## config.mk

```make
export PLATFORM = sky130hd
export DESIGN_NAME = rbsp_bit_writer_exp_golomb_unit
export DESIGN_NICKNAME = d
export VERILOG_FILES = /design/src/rtl/rbw_pkg.sv /design/src/rtl/rbw_front.sv /design/src/rtl/rbw_seg_fifo.sv /design/src/rtl/rbw_back.sv /design/src/rtl/rbw_res_fifo.sv /design/src/rtl/rbsp_bit_writer_exp_golomb_unit.sv
export SDC_FILE = /design/constraint.sdc
export NUM_CORES = 1
export LEC_CHECK = 0
export ABC_CLOCK_PERIOD_IN_PS = 5800
export BUFFER_PORTS_ARGS = -buffer_cell sky130_fd_sc_hd__buf_2
export CAP_MARGIN = 20
export CORE_ASPECT_RATIO = 0.7
export CORE_MARGIN = 1
export CORE_UTILIZATION = 59
export CTS_BUF_LIST = sky130_fd_sc_hd__clkbuf_4 sky130_fd_sc_hd__clkbuf_8 sky130_fd_sc_hd__clkbuf_16
export CTS_CLUSTER_SIZE = 28
export DETAILED_ROUTE_END_ITERATION = 8
export PLACE_DENSITY = 0.78
export SLEW_MARGIN = 15
export SYNTH_ARGS = -nofsm -noshare
export SYNTH_HDL_FRONTEND = slang
export SYNTH_SLANG_ARGS = --single-unit
```

## constraint.sdc

```tcl
create_clock -name clk_i -period 5.8 [get_ports clk_i]
set_clock_uncertainty 0.05 [all_clocks]
set_input_delay 0.29 -clock clk_i [delete_from_list [all_inputs] [get_ports clk_i]]
set_output_delay 0.29 -clock clk_i [all_outputs]
set_load 0.01 [all_outputs]
```

## src/rtl/rbw_pkg.sv

```systemverilog
// Shared types and constants of the RBSP bit writer with Exp-Golomb coding.
`timescale 1ns / 1ps

package rbw_pkg;

  typedef enum logic [2:0] {
    FUNC_RAW    = 3'd0,
    FUNC_UE     = 3'd1,
    FUNC_SE     = 3'd2,
    FUNC_TRAIL  = 3'd3,
    FUNC_ZALIGN = 3'd4,
    FUNC_ALIGN  = 3'd5
  } func_e;

  localparam logic [7:0] ESCAPE_BYTE  = 8'h03;
  localparam logic [7:0] ESCAPE_LIMIT = 8'd4;

  localparam int SEG_DEPTH  = 2;
  localparam int SEG_PTR_W  = $clog2(SEG_DEPTH);
  localparam int SEG_CNT_W  = $clog2(SEG_DEPTH + 1);
  localparam int RES_DEPTH  = 2;
  localparam int RES_PTR_W  = $clog2(RES_DEPTH);
  localparam int RES_CNT_W  = $clog2(RES_DEPTH + 1);

  // A run of bits to append: len bits, most significant first; positions above 31 are zero.
  typedef struct packed {
    logic [31:0] data;
    logic [6:0]  len;
  } seg_t;

  typedef struct packed {
    logic [7:0] out_byte;
    logic       is_escape;
    logic       last;
  } res_t;

endpackage

```

## src/rtl/rbw_front.sv

```systemverilog
// Front end: accepts operations and turns each into a bit run of known length.
`timescale 1ns / 1ps

module rbw_front (
  input  logic                clk_i,
  input  logic                rst_ni,
  input  logic                push,
  output logic                full,
  input  logic [2:0]          func_i,
  input  logic [31:0]         value_i,
  input  logic signed [31:0]  signed_value_i,
  input  logic [5:0]          bit_count_i,
  output logic                seg_push_o,
  output rbw_pkg::seg_t       seg_o,
  input  logic                seg_full_i
);
  import rbw_pkg::*;

  logic        s1_valid_q, s1_valid_d;
  logic [2:0]  s1_func_q;
  logic [32:0] s1_x_q;
  logic [5:0]  s1_cnt_q;
  logic [2:0]  hold_q, hold_d;
  logic        accept;
  logic        s1_adv;
  logic [32:0] x_in;
  logic [31:0] neg_mag;
  logic [5:0]  lg;
  logic [6:0]  seg_len;
  logic [31:0] seg_data;
  logic [6:0]  trail_len;
  logic [31:0] trail_data;

  // Index of the most significant set bit, searched by byte group and then by bit.
  function automatic logic [5:0] msb_index(input logic [32:0] x);
    logic [39:0] xe;
    logic [2:0]  gsel;
    logic [2:0]  bsel;
    logic [7:0]  grp;
    xe   = {7'b0, x};
    gsel = 3'd0;
    bsel = 3'd0;
    for (int g = 0; g < 5; g++) begin
      if (|xe[g*8 +: 8]) begin
        gsel = 3'(g);
      end
    end
    grp = xe[gsel*8 +: 8];
    for (int b = 0; b < 8; b++) begin
      if (grp[b]) begin
        bsel = 3'(b);
      end
    end
    return {gsel, bsel};
  endfunction

  assign accept  = push && !full;
  assign neg_mag = ~signed_value_i + 32'd1;

  always_comb begin
    case (func_e'(func_i))
      FUNC_UE: begin
        x_in = {1'b0, value_i} + 33'd1;
      end
      FUNC_SE: begin
        if (signed_value_i > 32'sd0) begin
          x_in = {signed_value_i, 1'b0};
        end else begin
          x_in = {neg_mag, 1'b1};
        end
      end
      default: begin
        x_in = {1'b0, value_i};
      end
    endcase
  end

  assign lg         = msb_index(s1_x_q);
  assign trail_len  = 7'(4'd8 - {1'b0, hold_q});
  assign trail_data = 32'(8'h80 >> hold_q);

  always_comb begin
    seg_len  = 7'd0;
    seg_data = 32'd0;
    case (func_e'(s1_func_q))
      FUNC_RAW: begin
        seg_len  = 7'(s1_cnt_q);
        seg_data = s1_x_q[31:0];
      end
      FUNC_UE, FUNC_SE: begin
        seg_len  = {lg, 1'b1};
        seg_data = s1_x_q[31:0];
      end
      FUNC_TRAIL: begin
        seg_len  = trail_len;
        seg_data = trail_data;
      end
      FUNC_ZALIGN: begin
        seg_len  = (hold_q != 3'd0) ? trail_len : 7'd0;
      end
      FUNC_ALIGN: begin
        seg_len  = (hold_q != 3'd0) ? trail_len : 7'd0;
        seg_data = trail_data;
      end
      default: begin
        seg_len  = 7'd0;
      end
    endcase
  end

  assign s1_adv     = s1_valid_q && ((seg_len == 7'd0) || !seg_full_i);
  assign full       = s1_valid_q && !s1_adv;
  assign seg_push_o = s1_adv && (seg_len != 7'd0);
  assign seg_o      = '{data: seg_data, len: seg_len};

  always_comb begin
    s1_valid_d = s1_valid_q;
    if (accept) begin
      s1_valid_d = 1'b1;
    end else if (s1_adv) begin
      s1_valid_d = 1'b0;
    end
    hold_d = s1_adv ? hold_q + seg_len[2:0] : hold_q;
  end

  always_ff @(posedge clk_i or negedge rst_ni) begin
    if (!rst_ni) begin
      s1_valid_q <= 1'b0;
      hold_q     <= 3'd0;
    end else begin
      s1_valid_q <= s1_valid_d;
      hold_q     <= hold_d;
    end
  end

  always_ff @(posedge clk_i) begin
    if (accept) begin
      s1_func_q <= func_i;
      s1_x_q    <= x_in;
      s1_cnt_q  <= bit_count_i;
    end
  end

endmodule

```

## src/rtl/rbw_seg_fifo.sv

```systemverilog
// Short queue of bit runs between the front end and the byte packer.
`timescale 1ns / 1ps

module rbw_seg_fifo (
  input  logic           clk_i,
  input  logic           rst_ni,
  input  logic           push_i,
  input  rbw_pkg::seg_t  data_i,
  output logic           full_o,
  input  logic           pop_i,
  output rbw_pkg::seg_t  data_o,
  output logic           empty_o
);
  import rbw_pkg::*;

  seg_t                 mem_q [SEG_DEPTH];
  logic [SEG_PTR_W-1:0] wr_ptr_q, rd_ptr_q;
  logic [SEG_CNT_W-1:0] count_q, count_d;
  logic                 do_push, do_pop;

  assign full_o  = (count_q == SEG_CNT_W'(SEG_DEPTH));
  assign empty_o = (count_q == '0);
  assign do_push = push_i && !full_o;
  assign do_pop  = pop_i && !empty_o;
  assign data_o  = mem_q[rd_ptr_q];

  always_comb begin
    count_d = count_q;
    if (do_push && !do_pop) begin
      count_d = count_q + SEG_CNT_W'(1);
    end else if (do_pop && !do_push) begin
      count_d = count_q - SEG_CNT_W'(1);
    end
  end

  always_ff @(posedge clk_i or negedge rst_ni) begin
    if (!rst_ni) begin
      wr_ptr_q <= '0;
      rd_ptr_q <= '0;
      count_q  <= '0;
    end else begin
      count_q <= count_d;
      if (do_push) begin
        wr_ptr_q <= wr_ptr_q + SEG_PTR_W'(1);
      end
      if (do_pop) begin
        rd_ptr_q <= rd_ptr_q + SEG_PTR_W'(1);
      end
    end
  end

  always_ff @(posedge clk_i) begin
    if (do_push) begin
      mem_q[wr_ptr_q] <= data_i;
    end
  end

  assert property (@(posedge clk_i) disable iff (!rst_ni)
    count_q <= SEG_CNT_W'(SEG_DEPTH))
    else $error("segment queue holds more entries than its depth");

endmodule

```

## src/rtl/rbw_back.sv

```systemverilog
// Back end: packs bit runs into bytes and inserts emulation prevention bytes.
`timescale 1ns / 1ps

module rbw_back (
  input  logic           clk_i,
  input  logic           rst_ni,
  input  rbw_pkg::seg_t  seg_i,
  input  logic           seg_empty_i,
  output logic           seg_pop_o,
  output logic           res_push_o,
  output rbw_pkg::res_t  res_o,
  input  logic           res_full_i
);
  import rbw_pkg::*;

  logic [6:0]  partial_q, partial_d;
  logic [2:0]  held_q, held_d;
  logic [1:0]  zero_run_q, zero_run_d;
  logic        started_q, started_d;
  logic [6:0]  rem_q, rem_d;
  logic [6:0]  cur_rem;
  logic [7:0]  sum;
  logic [39:0] window_ext;
  logic [7:0]  win;
  logic [14:0] hi_ext;
  logic [7:0]  byte_val;
  logic [6:0]  rem_next;
  logic        need_esc;
  logic [3:0]  absorb_sh;

  assign cur_rem    = started_q ? rem_q : seg_i.len;
  assign sum        = 8'(cur_rem) + 8'(held_q);
  assign window_ext = {seg_i.data, 8'b0} >> cur_rem;
  assign win        = window_ext[7:0];
  assign hi_ext     = {partial_q, 8'b0} >> held_q;
  assign byte_val   = hi_ext[7:0] | (win >> held_q);
  assign rem_next   = 7'(sum - 8'd8);
  assign need_esc   = (zero_run_q == 2'd2) && (byte_val < ESCAPE_LIMIT);
  assign absorb_sh  = 4'd8 - {1'b0, cur_rem[2:0]};

  always_comb begin
    partial_d  = partial_q;
    held_d     = held_q;
    zero_run_d = zero_run_q;
    started_d  = started_q;
    rem_d      = rem_q;
    seg_pop_o  = 1'b0;
    res_push_o = 1'b0;
    res_o      = '{out_byte: byte_val, is_escape: 1'b0, last: rem_next < 7'd8};
    if (!seg_empty_i) begin
      if (sum >= 8'd8) begin
        if (!res_full_i) begin
          res_push_o = 1'b1;
          if (need_esc) begin
            res_o      = '{out_byte: ESCAPE_BYTE, is_escape: 1'b1, last: 1'b0};
            zero_run_d = 2'd0;
          end else begin
            zero_run_d = (byte_val == 8'd0) ? 2'(zero_run_q + 2'd1) : 2'd0;
            partial_d  = 7'd0;
            held_d     = 3'd0;
            rem_d      = rem_next;
            if (rem_next == 7'd0) begin
              seg_pop_o = 1'b1;
              started_d = 1'b0;
            end else begin
              started_d = 1'b1;
            end
          end
        end
      end else begin
        partial_d = 7'((partial_q << cur_rem[2:0]) | (win >> absorb_sh));
        held_d    = sum[2:0];
        seg_pop_o = 1'b1;
        started_d = 1'b0;
      end
    end
  end

  always_ff @(posedge clk_i or negedge rst_ni) begin
    if (!rst_ni) begin
      partial_q  <= 7'd0;
      held_q     <= 3'd0;
      zero_run_q <= 2'd0;
      started_q  <= 1'b0;
      rem_q      <= 7'd0;
    end else begin
      partial_q  <= partial_d;
      held_q     <= held_d;
      zero_run_q <= zero_run_d;
      started_q  <= started_d;
      rem_q      <= rem_d;
    end
  end

  assert property (@(posedge clk_i) disable iff (!rst_ni)
    zero_run_q != 2'd3)
    else $error("zero run passed two without an escape");

  assert property (@(posedge clk_i) disable iff (!rst_ni)
    res_push_o && res_o.is_escape |=> zero_run_q == 2'd0)
    else $error("zero run not cleared after an escape beat");

  assert property (@(posedge clk_i) disable iff (!rst_ni)
    started_q |-> rem_q != 7'd0)
    else $error("run in progress with no bits left");

endmodule

```

## src/rtl/rbw_res_fifo.sv

```systemverilog
// Output queue of finished bytes, so the packer runs on while the receiver stalls.
`timescale 1ns / 1ps

module rbw_res_fifo (
  input  logic           clk_i,
  input  logic           rst_ni,
  input  logic           push_i,
  input  rbw_pkg::res_t  data_i,
  output logic           full_o,
  input  logic           pop_i,
  output rbw_pkg::res_t  data_o,
  output logic           empty_o
);
  import rbw_pkg::*;

  res_t                 mem_q [RES_DEPTH];
  logic [RES_PTR_W-1:0] wr_ptr_q, rd_ptr_q;
  logic [RES_CNT_W-1:0] count_q, count_d;
  logic                 do_push, do_pop;

  assign full_o  = (count_q == RES_CNT_W'(RES_DEPTH));
  assign empty_o = (count_q == '0);
  assign do_push = push_i && !full_o;
  assign do_pop  = pop_i && !empty_o;
  assign data_o  = mem_q[rd_ptr_q];

  always_comb begin
    count_d = count_q;
    if (do_push && !do_pop) begin
      count_d = count_q + RES_CNT_W'(1);
    end else if (do_pop && !do_push) begin
      count_d = count_q - RES_CNT_W'(1);
    end
  end

  always_ff @(posedge clk_i or negedge rst_ni) begin
    if (!rst_ni) begin
      wr_ptr_q <= '0;
      rd_ptr_q <= '0;
      count_q  <= '0;
    end else begin
      count_q <= count_d;
      if (do_push) begin
        wr_ptr_q <= wr_ptr_q + RES_PTR_W'(1);
      end
      if (do_pop) begin
        rd_ptr_q <= rd_ptr_q + RES_PTR_W'(1);
      end
    end
  end

  always_ff @(posedge clk_i) begin
    if (do_push) begin
      mem_q[wr_ptr_q] <= data_i;
    end
  end

endmodule

```

## src/rtl/rbsp_bit_writer_exp_golomb_unit.sv

```systemverilog
// RBSP bit writer with Exp-Golomb coding and emulation prevention: top level.
//
// Operations enter through a queue-style port: an item is taken on a clock edge where
// push is high and full is low. Each one appends bits to the stream: raw bits, an
// unsigned or signed Exp-Golomb code, trailing bits or zero alignment. Completed bytes
// leave through a second queue-style port: the oldest byte is shown while empty is low
// and is taken on an edge where pop is high. A 0x03 byte is inserted, flagged by
// is_escape_o, after two zero bytes when the next byte is below four; last_o marks the
// final byte caused by an operation.
// The front end takes one operation per cycle unless the segment queue holds it back,
// and passes bit runs through a two-entry queue to the byte packer. The packer emits
// data and escape bytes one at a time and keeps bits that end part-way into a byte
// as a partial byte. A byte is registered in the front-end stage, the segment queue
// and the output queue before it is visible. When the receiver stalls, the two-entry
// output queue fills, the packer waits and full eventually rises; nothing is lost.
// Reset empties all queues and clears the partial byte and the zero-byte run.
`timescale 1ns / 1ps

module rbsp_bit_writer_exp_golomb_unit (
  input  logic               clk_i,
  input  logic               rst_ni,
  input  logic               push,
  output logic               full,
  input  logic [2:0]         func_i,
  input  logic [31:0]        value_i,
  input  logic signed [31:0] signed_value_i,
  input  logic [5:0]         bit_count_i,
  output logic               empty,
  input  logic               pop,
  output logic [7:0]         out_byte_o,
  output logic               is_escape_o,
  output logic               last_o
);
  import rbw_pkg::*;

  seg_t seg_in, seg_out;
  logic seg_push, seg_full, seg_pop, seg_empty;
  res_t res_in, res_out;
  logic res_push, res_full;

  rbw_front u_front (
    .clk_i          (clk_i),
    .rst_ni         (rst_ni),
    .push           (push),
    .full           (full),
    .func_i         (func_i),
    .value_i        (value_i),
    .signed_value_i (signed_value_i),
    .bit_count_i    (bit_count_i),
    .seg_push_o     (seg_push),
    .seg_o          (seg_in),
    .seg_full_i     (seg_full)
  );

  rbw_seg_fifo u_seg_fifo (
    .clk_i   (clk_i),
    .rst_ni  (rst_ni),
    .push_i  (seg_push),
    .data_i  (seg_in),
    .full_o  (seg_full),
    .pop_i   (seg_pop),
    .data_o  (seg_out),
    .empty_o (seg_empty)
  );

  rbw_back u_back (
    .clk_i       (clk_i),
    .rst_ni      (rst_ni),
    .seg_i       (seg_out),
    .seg_empty_i (seg_empty),
    .seg_pop_o   (seg_pop),
    .res_push_o  (res_push),
    .res_o       (res_in),
    .res_full_i  (res_full)
  );

  rbw_res_fifo u_res_fifo (
    .clk_i   (clk_i),
    .rst_ni  (rst_ni),
    .push_i  (res_push),
    .data_i  (res_in),
    .full_o  (res_full),
    .pop_i   (pop),
    .data_o  (res_out),
    .empty_o (empty)
  );

  assign out_byte_o  = res_out.out_byte;
  assign is_escape_o = res_out.is_escape;
  assign last_o      = res_out.last;

endmodule

```

==> results of run 1 <==
## through the flow
step | setup slack, ns | total power [mW] | hold slack [ns] | std cells | utilization, %
after global routing | 0.265 | 9.24 | 0.0681 | 1567 | 68.2
final | 0.562 | 8.77 | 0.0519 | 1567 | 68.2
after floorplan | 0.985 | 6.02 | -0.0556 | 1225 | -
after CTS | 0.667 | 8.58 | 0.0141 | 1567 | 68.2
after detailed placement | 0.806 | 7.36 | 0.346 | 1525 | 64.6
after global placement | 0.941 | 7.28 | 0.346 | 1525 | 64.6
## layer usage
layer  vias to the layer above  wire length, µm  track usage (%)
met5                         -                0                0
met4                         0              451             7.53
met3                        53             4280             9.98
met2                       663            13800             45.3
met1                      5120            15700             53.1
li1                       4797                -                -
## final cells by class
cell class | instances | area, µm² | share of cell area (%)
multi-input cells | 940 | 6360 | 48.4
flip-flops and latches | 172 | 5010 | 38.0
repair buffers | 120 | 706 | 5.36
clock buffers | 17 | 425 | 3.23
well taps | 264 | 330 | 2.51
clock inverters | 15 | 181 | 1.38
inverters | 39 | 146 | 1.11
## cells by family after synthesis
| kind of cell | after synthesis |
|---|---|
| and+or+nand+nor | 438 |
| AOI/OAI and AO/OA | 334 |
| DFF | 172 |
| buffers and inverters | 113 |
| muxes | 99 |
| xor gates and xnor gates | 49 |
| adders and majority gates | 20 |
## power by group through the flow
stage	combinational, mW	clock (mW)	sequential [mW]
floorplan	3.93	0	2.09
global placement	5.08	0	2.20
detailed placement	5.14	0	2.22
CTS	5.21	1.17	2.20
global route	5.78	1.22	2.25
finish	5.39	1.17	2.21
## path summary, 6_finish.rpt
| path | start | to | slack, ns |
|---|---|---|---|
| setup / recovery | u_front.s1_x_q[22]$_DFFE_PP_ | u_front.s1_x_q[18]$_DFFE_PP_ | 0.56 |
| hold / removal | func_i[1] | u_front.s1_func_q[1]$_DFFE_PP_ | 0.05 |
| setup reg to reg | u_front.s1_x_q[22]$_DFFE_PP_ | u_front.s1_x_q[18]$_DFFE_PP_ | 0.56 |
| hold reg to reg | u_res_fifo.wr_ptr_q$_DFFE_PN0P_ | u_res_fifo.wr_ptr_q$_DFFE_PN0P_ | 0.46 |
| max in group asynchronous | rst_ni | u_seg_fifo.rd_ptr_q$_DFFE_PN0P_ | 4.71 |
| min in group asynchronous | rst_ni | u_back.partial_q[6]$_DFFE_PN0P_ | 0.41 |
## Yosys cell counts (8+ instances only)
| library cell | n |
|---|---|
| nor2_1 | 92 |
| and3_1 | 14 |
| nor2b_1 | 8 |
| nand2b_1 | 14 |
| o221ai_1 | 13 |
| mux2_2 | 33 |
| nand2_1 | 136 |
| a21oi_1 | 56 |
| o31ai_1 | 12 |
| xnor2_1 | 30 |
| a31oi_1 | 16 |
| nand3_1 | 71 |
| mux2i_1 | 53 |
| o311ai_0 | 9 |
| xor2_1 | 19 |
| edfxtp_1 | 140 |
| dfrtp_1 | 32 |
| a211oi_1 | 9 |
| clkbuf_1 | 43 |
| nand4_1 | 15 |
| nor3_1 | 12 |
| nor4_1 | 13 |
| o211ai_1 | 64 |
| inv_1 | 35 |
| and2_1 | 34 |
| buf_2 | 14 |
| o41ai_1 | 8 |
| o21ai_0 | 61 |
| a22o_1 | 8 |
| ha_1 | 18 |
## worst register-to-register path, delay by kind of cell (launching register included)
family          cells  cell delay (ns)
flops               1             0.43
compound gates      5             1.81
mux                 1             0.41
simple gates        6             2.12
## sequential cells by signal (all words and copies together), names as in the netlist
name and cells:
u_seg_fifo.count_q 2, u_front.hold_q 3, u_front.s1_cnt_q 6, u_front.s1_valid_q 1, u_res_fifo.wr_ptr_q 1, u_seg_fifo.mem_q 78
u_res_fifo.mem_q 20, u_back.zero_run_q 2, u_back.partial_q 7, u_front.s1_x_q 33, u_seg_fifo.wr_ptr_q 1, u_res_fifo.count_q 2
u_back.rem_q 7, u_res_fifo.rd_ptr_q 1, u_back.started_q 1, u_seg_fifo.rd_ptr_q 1, u_front.s1_func_q 3, u_back.held_q 3
## placed cells by master (no fill, tap or decap), types with 19 or more instances in the layout
| master | n |
|---|---|
| edfxtp_1 | 140 |
| nor2_1 | 92 |
| mux2_2 | 33 |
| xnor2_1 | 30 |
| o21ai_0 | 61 |
| inv_1 | 35 |
| xor2_1 | 19 |
| dfrtp_1 | 31 |
| a21oi_1 | 56 |
| nand2_1 | 135 |
| buf_4 | 22 |
| mux2i_1 | 53 |
| nand3_1 | 71 |
| and2_1 | 33 |
| o211ai_1 | 64 |
| buf_2 | 88 |
==> reports/results.txt, run 1 <==
outcome - completed
Pins Over Slew Limit - 0
overall routing resource usage - 33.9%
clock transition at the registers of the reported paths - 0.07 ns
Post-route DRC - 0
Final nets - 1387
relative slew slack - 26.7%
post-synthesis simple-gate area fraction - 17.9%
crit share post-route - 90.3%
Crit path required time - 5.81 ns
Netlist Area Pre-Place - 0.0119 mm²
Cell variety after synth - 82
Syn Area/Cell - 9.69 µm²
adder-cell share of the synthesized area - 2.24%
Psw - 4.33 mW
post-synthesis sequential area ratio - 42.2%
CP Launch Type - flop
largest net degree at the start of global routing - 43
largest family of logic cells by synthesized area - compound AO/OA/AOI/OAI gates
leakage power - 4.93 nW
worst setup path class - reg2reg
crit end category - flop
crit-path max FO - 42
Combinational Power Share - 61.5%
placed inst area - 0.0124 mm²
clock tree buffer depth - 2
Pre-Repair DR Iteration Count - 6
Synth Area in Compound Gates - 19.7%
clock sinks - 172
number of H-tree levels - 4
worst-path cell chain - nor4_1, nand3_1, o21ai_1, mux2_2, o41ai_1, o21ai_0, a221oi_1, o21ai_0, nor4_1, nor2b_1, nand2b_1, and2_2
initial antenna violation count - 0
fin crit period - 5.24 ns
sequential cell fraction of total power - 25.2%
Pint - 4.44 mW
die height - 121 µm
switching share of power - 49.4%
Hold WC Path Type - in2reg
VDD IR-drop max - 0.000432 V
worst slew pin tran - 1.10 ns
Post-CTS Resized - 0
vias per cell - 6.79
WL final - 34200 µm
gr ovfl total - 0
Avg WL per Cell - 21.8 µm
delay-heaviest family, CP - simple AND/OR/NAND/NOR gates
GP Congestion - 1.01
layout filler cell count - 1536
pwr/cell area - 667 mW/mm²
share of cells above drive strength 1 - 16.4%
Yosys warnings - 0
I/O Buffers - 88
cts hold-fix bufs - 10
Async SR Flop Fraction - 18.6%
post-synth top area cell - edfxtp_1
clk root buf - clkbuf_16
initial detailed-routing violation count - 1483
global-route wire length before repair - 53200 µm
number of enable flip-flop cells after synthesis - 140
RSZ-0062 raised after global routing - no
mux contribution to synthesized area - 10.0%
CP arrival - 5.25 ns
CTS tree - yes
clock network fraction of design power - 13.3%
Crit-path slowest cell - and2_2
Post-CTS Setup Inserts - 0
predominant post-synthesis flop cell - edfxtp_1
DP HPWL - 25300 µm
Cells after Synth - 1225
Clk Latency, worst-skew pair - 0.45 ns
vias post-DR - 10600
Crit path depth - 12
Final Setup Violations - 0
Setup TNS - 0 ns
CP peak stage delay - 0.78 ns
Synth Net Count - 1322
register bit total from synthesis - 172
Core ar. - 0.0193 mm²
FF-to-FF path depth - 12
Initial Util - 61.5%
die width - 172 µm
XOR/XNOR share of the synthesized area - 3.62%
fin area - 0.0132 mm²
final hold viol count - 0
vias in the first global route - 9659
top cell type's share of synthesized area - 35.4%
Antenna Violating Nets Remaining - 0
Row Count - 42
MaxCap Viol Count - 0
Area Overhead vs Synth - 10.9%
Die ar. - 0.0207 mm²
worst hold stages - 1
synth top area cells - edfxtp_1 (35%), dfrtp_1 (6.7%), mux2i_1 (4.5%)
Crit path buffers/inverters - 0
io pins - 89
diodes inserted - 0
Highest Clock Rate - 191 MHz
CTS buffer count - 17
No activity file was read; power rests on OpenSTA's default activity.
==> run 2, diff against run 1 <==
- CORE_UTILIZATION: 59 -> 55
- PLACE_DENSITY: 0.78 -> 0.74
==> reports/results.txt, run 2 (synthesized netlist as in run 1, its figures left out) <==
Final Setup Violations - 0
relative slew slack - 37.6%
fin crit period - 5.26 ns
vias per cell - 6.55
Hold WC Path Type - in2reg
clock network fraction of design power - 13.6%
leading cell type in the layout, fill and taps excluded - edfxtp_1
Highest Clock Rate - 190 MHz
vias in the first global route - 9389
number of H-tree levels - 4
Clk Latency, worst-skew pair - 0.45 ns
CTS tree - yes
Area Overhead vs Synth - 11.3%
global-route wire length before repair - 51700 µm
top flop regs - u_seg_fifo.mem_q: 78 flops, u_front.s1_x_q: 33 flops, u_res_fifo.mem_q: 20 flops
placed inst area - 0.0125 mm²
Crit path required time - 5.82 ns
die width - 178 µm
CP arrival - 5.27 ns
Pre-Repair DR Iteration Count - 6
leakage power - 4.94 nW
crit-path max FO - 42
io pins - 89
switching share of power - 48.9%
worst hold margin - 0.0437 ns
die height - 125 µm
initial antenna violation count - 0
vias post-DR - 10300
VDD IR-drop max - 0.000399 V
clock transition at the registers of the reported paths - 0.08 ns
Placed Cells - 1537
clock tree buffer depth - 2
WHS Endpoint - u_front.s1_func_q[1]$_DFFE_PP_
clock sinks - 172
I/O Buffers - 88
Antenna Violating Nets Remaining - 0
Pins Over Slew Limit - 0
outcome - completed
share of cells above drive strength 1 - 16.4%
Final nets - 1387
crit end category - flop
worst slew pin tran - 0.933 ns
fin area - 0.0132 mm²
Avg WL per Cell - 20.3 µm
WL final - 32000 µm
Post-route DRC - 0
diodes inserted - 0
MaxCap Viol Count - 0
overall routing resource usage - 30.0%
Core ar. - 0.0209 mm²
GP Congestion - 0.954
worst setup path class - reg2reg
cts hold-fix bufs - 10
Psw - 4.25 mW
Biggest register - u_seg_fifo.mem_q
CP Launch Type - flop
Post-CTS Setup Inserts - 0
gr ovfl total - 0
final core utilization - 63.1%
Cell Count, Final, Fillers Out - 1579
Largest register FFs - 78
FF-to-FF Start - u_front.s1_x_q[22]$_DFFE_PP_
Hold Crit Start - func_i[1]
crit share post-route - 90.6%
clk root buf - clkbuf_16
DP HPWL - 24000 µm
initial detailed-routing violation count - 1387
Setup TNS - 0 ns
Row Count - 44
Post-CTS Resized - 0
most frequent cells in the layout - edfxtp_1 (140), nand2_1 (135), nor2_1 (92)
pwr/cell area - 658 mW/mm²
final worst setup slack - 0.544 ns
Die ar. - 0.0222 mm²
reg-to-reg endpoint - u_front.s1_x_q[17]$_DFFE_PP_
CTS buffer count - 17
Tot Pwr - 8.69 mW
FF-to-FF path depth - 12
RSZ-0062 raised after global routing - no
sequential cell fraction of total power - 25.4%
final hold viol count - 0
largest net degree at the start of global routing - 45
Setup Slack @ Placement - 0.787 ns
Initial Util - 56.7%
Combinational Power Share - 61.0%
Pint - 4.44 mW
worst hold stages - 1
r2r setup slk - 0.54 ns
[run 2: critical path, cell delays in order, from the launching register on]
cell	delay, ns
edfxtp_1	0.44
nor4_1	0.42
nand3_1	0.17
o21ai_1	0.50
mux2_2	0.41
o41ai_1	0.38
o21ai_0	0.31
a221oi_1	0.31
o21ai_0	0.18
nor4_1	0.58
nor2b_1	0.16
nand2b_1	0.16
and2_2	0.77
[run 2: layout make-up]
class | instances | area [µm²]
tap | 276 | 345
timing repair buffer | 120 | 706
multi-input combinational | 940 | 6360
clock buffer | 17 | 425
clock inverter | 15 | 214
sequential | 172 | 5010
fill | 1686 | 7710
inverter | 39 | 146
[run 2: how the worst max path moves through the flow]
stage	end	slack, ns	startpoint	cells after the start
3_5_place_dp	u_front.s1_x_q[25]$_DFFE_PP_	0.79	u_front.s1_x_q[22]$_DFFE_PP_	12
5_1_grt	u_front.s1_x_q[17]$_DFFE_PP_	0.14	u_front.s1_x_q[22]$_DFFE_PP_	12
6_report	u_front.s1_x_q[17]$_DFFE_PP_	0.54	u_front.s1_x_q[22]$_DFFE_PP_	12
3_3_place_gp	u_front.s1_x_q[24]$_DFFE_PP_	0.90	u_front.s1_x_q[22]$_DFFE_PP_	12
4_1_cts	u_front.s1_x_q[8]$_DFFE_PP_	0.68	u_front.s1_x_q[22]$_DFFE_PP_	12
2_1_floorplan	u_seg_fifo.mem_q[0][0]$_DFFE_PP_	0.99	u_front.s1_x_q[22]$_DFFE_PP_	12
[run 2: metal layers]
layer	wire length, µm	up-vias	share of wire, %	GRT usage (%)
met5	0	-	0	0
met4	386	0	1.2	7.04
met3	3740	39	12	7.78
met2	12700	568	40	38.8
met1	15200	4939	47	48.8
li1	-	4801	-	-
[run 2: power by group through the flow]
| stage | logic (mW) | registers (mW) | clock network, mW |
|---|---|---|---|
| floorplan | 3.93 | 2.09 | 0 |
| global placement | 5.06 | 2.21 | 0 |
| detailed placement | 5.11 | 2.23 | 0 |
| CTS | 5.16 | 2.20 | 1.20 |
| global route | 5.76 | 2.25 | 1.25 |
| finish | 5.31 | 2.20 | 1.18 |
==> run 3, diff against run 2 <==
==> constraint.sdc (replaced) <==
create_clock -name clk_i -period 5.8 [get_ports clk_i]
set_clock_uncertainty 0.05 [all_clocks]
set_input_delay 1.45 -clock clk_i [delete_from_list [all_inputs] [get_ports clk_i]]
set_output_delay 1.45 -clock clk_i [all_outputs]
set_load 0.01 [all_outputs]
==> reports/results.txt, run 3 (synthesized netlist as in run 1, its figures left out) <==
Pint - 4.42 mW
CTS tree - yes
Setup Slack @ Placement - 0.623 ns
initial detailed-routing violation count - 1456
global-route wire length before repair - 50800 µm
cts hold-fix bufs - 0
sequential cell fraction of total power - 25.7%
Pins Over Slew Limit - 0
vias per cell - 6.53
initial antenna violation count - 0
die height - 125 µm
GP Congestion - 0.969
vias post-DR - 10200
WL final - 31800 µm
leading cell type in the layout, fill and taps excluded - edfxtp_1
register area - 0.00501 mm²
RSZ-0062 raised after global routing - no
overall routing resource usage - 29.5%
io pins - 89
crit share post-route - 93.3%
Final nets - 1378
Hold WC Path Type - reg2reg
area occupied by multi-input gates - 0.00638 mm²
Post-route DRC - 0
Die ar. - 0.0222 mm²
vias in the first global route - 9252
Core ar. - 0.0209 mm²
final core utilization - 62.4%
pwr/cell area - 659 mW/mm²
Biggest register - u_seg_fifo.mem_q
fin area - 0.0131 mm²
top flop regs - u_seg_fifo.mem_q: 78 flops, u_front.s1_x_q: 33 flops, u_res_fifo.mem_q: 20 flops
worst setup path class - reg2out
Avg WL per Cell - 20.2 µm
clock transition at the registers of the reported paths - 0.07 ns
Antenna Violating Nets Remaining - 0
outcome - completed
most frequent cells in the layout - edfxtp_1 (140), nand2_1 (136), nor2_1 (92)
Highest Clock Rate - 185 MHz
CP Launch Type - flop
Pre-Repair DR Iteration Count - 6
Row Count - 44
DP HPWL - 23400 µm
worst slew pin tran - 1.16 ns
Crit path required time - 4.30 ns
gr ovfl total - 0
Final Setup Violations - 0
relative slew slack - 22.1%
share of cells above drive strength 1 - 16.7%
clock network fraction of design power - 12.7%
Clk Latency, worst-skew pair - 0.44 ns
MaxCap Viol Count - 0
Area Overhead vs Synth - 10.1%
VDD IR-drop max - 0.000485 V
diodes inserted - 0
placed inst area - 0.0125 mm²
CP arrival - 3.91 ns
Combinational Power Share - 61.6%
clk root buf - clkbuf_16
clock tree buffer depth - 2
fin crit period - 5.41 ns
Largest register FFs - 78
number of H-tree levels - 4
largest net degree at the start of global routing - 51
clock sinks - 172
Psw - 4.18 mW
final worst setup slack - 0.389 ns
Initial Util - 56.7%
leakage power - 4.88 nW
final hold viol count - 0
Post-CTS Setup Inserts - 0
die width - 178 µm
crit end category - output port
Setup TNS - 0 ns
layout filler cell count - 1722
I/O Buffers - 88
switching share of power - 48.6%
CTS buffer count - 17
crit-path max FO - 7
Tot Pwr - 8.61 mW
-- run 3: cell count changes in the layout (fill, tap and decap cells not counted), sizes merged --
cell | before | now
buf | 110 | 111
clkbuf | 17 | 18
clkinv | 10 | 4
clkinvlp | 0 | 2
dlygate4sd3 | 10 | 0
inv | 44 | 47
-- run 3: per-layer routing --
metal,vias to the layer above,global-route usage (%),share of wire (%)
li1,4775,-,-
met1,4887,48.7,49
met2,544,38.1,40
met3,41,6.44,10
met4,0,7.14,1.3
met5,-,0,0
-- run 3: what timing repair did --
| action | in CTS | in global routing |
|---|---|---|
| resized for setup | 0 | 4 |
| endpoints found under the setup margin | 0 | 1 |
| endpoints found under the hold margin | 0 | 0 |
-- run 3: per-stage QoR --
stage | instances | hold slack (ns)
6_report | 1570 | 0.446
5_1_grt | 1570 | 0.473
4_1_cts | 1569 | 0.445
3_5_place_dp | 1537 | 0.432
3_3_place_gp | 1537 | 0.413
2_1_floorplan | 1225 | 0.397
-- run 3: power groups by stage --
stage               registers, mW  logic, mW  clock network (mW)
floorplan                    2.09       3.93                   0
global placement             2.21       5.06                   0
detailed placement           2.23       5.09                   0
CTS                          2.20       5.13                1.11
global route                 2.26       5.74                1.16
finish                       2.21       5.30                1.09
-- run 3: path summary, 6_finish.rpt --
kind | slack (ns) | cells after the start | to | startpoint
worst max-delay path | 0.39 | 13 | full | u_front.s1_x_q[22]$_DFFE_PP_
worst min-delay path | 0.45 | 1 | u_res_fifo.wr_ptr_q$_DFFE_PN0P_ | u_res_fifo.wr_ptr_q$_DFFE_PN0P_
worst max register to register | 0.78 | 17 | u_seg_fifo.count_q[1]$_DFFE_PN0P_ | u_seg_fifo.rd_ptr_q$_DFFE_PN0P_
worst min register to register | 0.45 | 1 | u_res_fifo.wr_ptr_q$_DFFE_PN0P_ | u_res_fifo.wr_ptr_q$_DFFE_PN0P_
max in group asynchronous | 4.09 | 1 | u_seg_fifo.rd_ptr_q$_DFFE_PN0P_ | rst_ni
min in group asynchronous | 1.03 | 1 | u_back.partial_q[6]$_DFFE_PN0P_ | rst_ni
-- run 3: layout make-up --
type	count	area share, %
inverters	39	1.12
clock buffers	18	3.31
multi-input cells	940	48.8
clock inverters	14	0.996
flip-flops and latches	172	38.3
repair buffers	111	4.75
well taps	276	2.64
-- run 3: worst max-delay path: stages, from the launching register on --
cell	delay, ns
edfxtp_1	0.44
nor4_2	0.35
nand3_1	0.17
o21ai_2	0.34
mux2_2	0.39
o41ai_2	0.28
o21ai_0	0.16
a221oi_1	0.28
o21ai_0	0.19
nor4_1	0.45
nor2b_1	0.13
nand2b_1	0.13
inv_1	0.04
buf_2	0.13
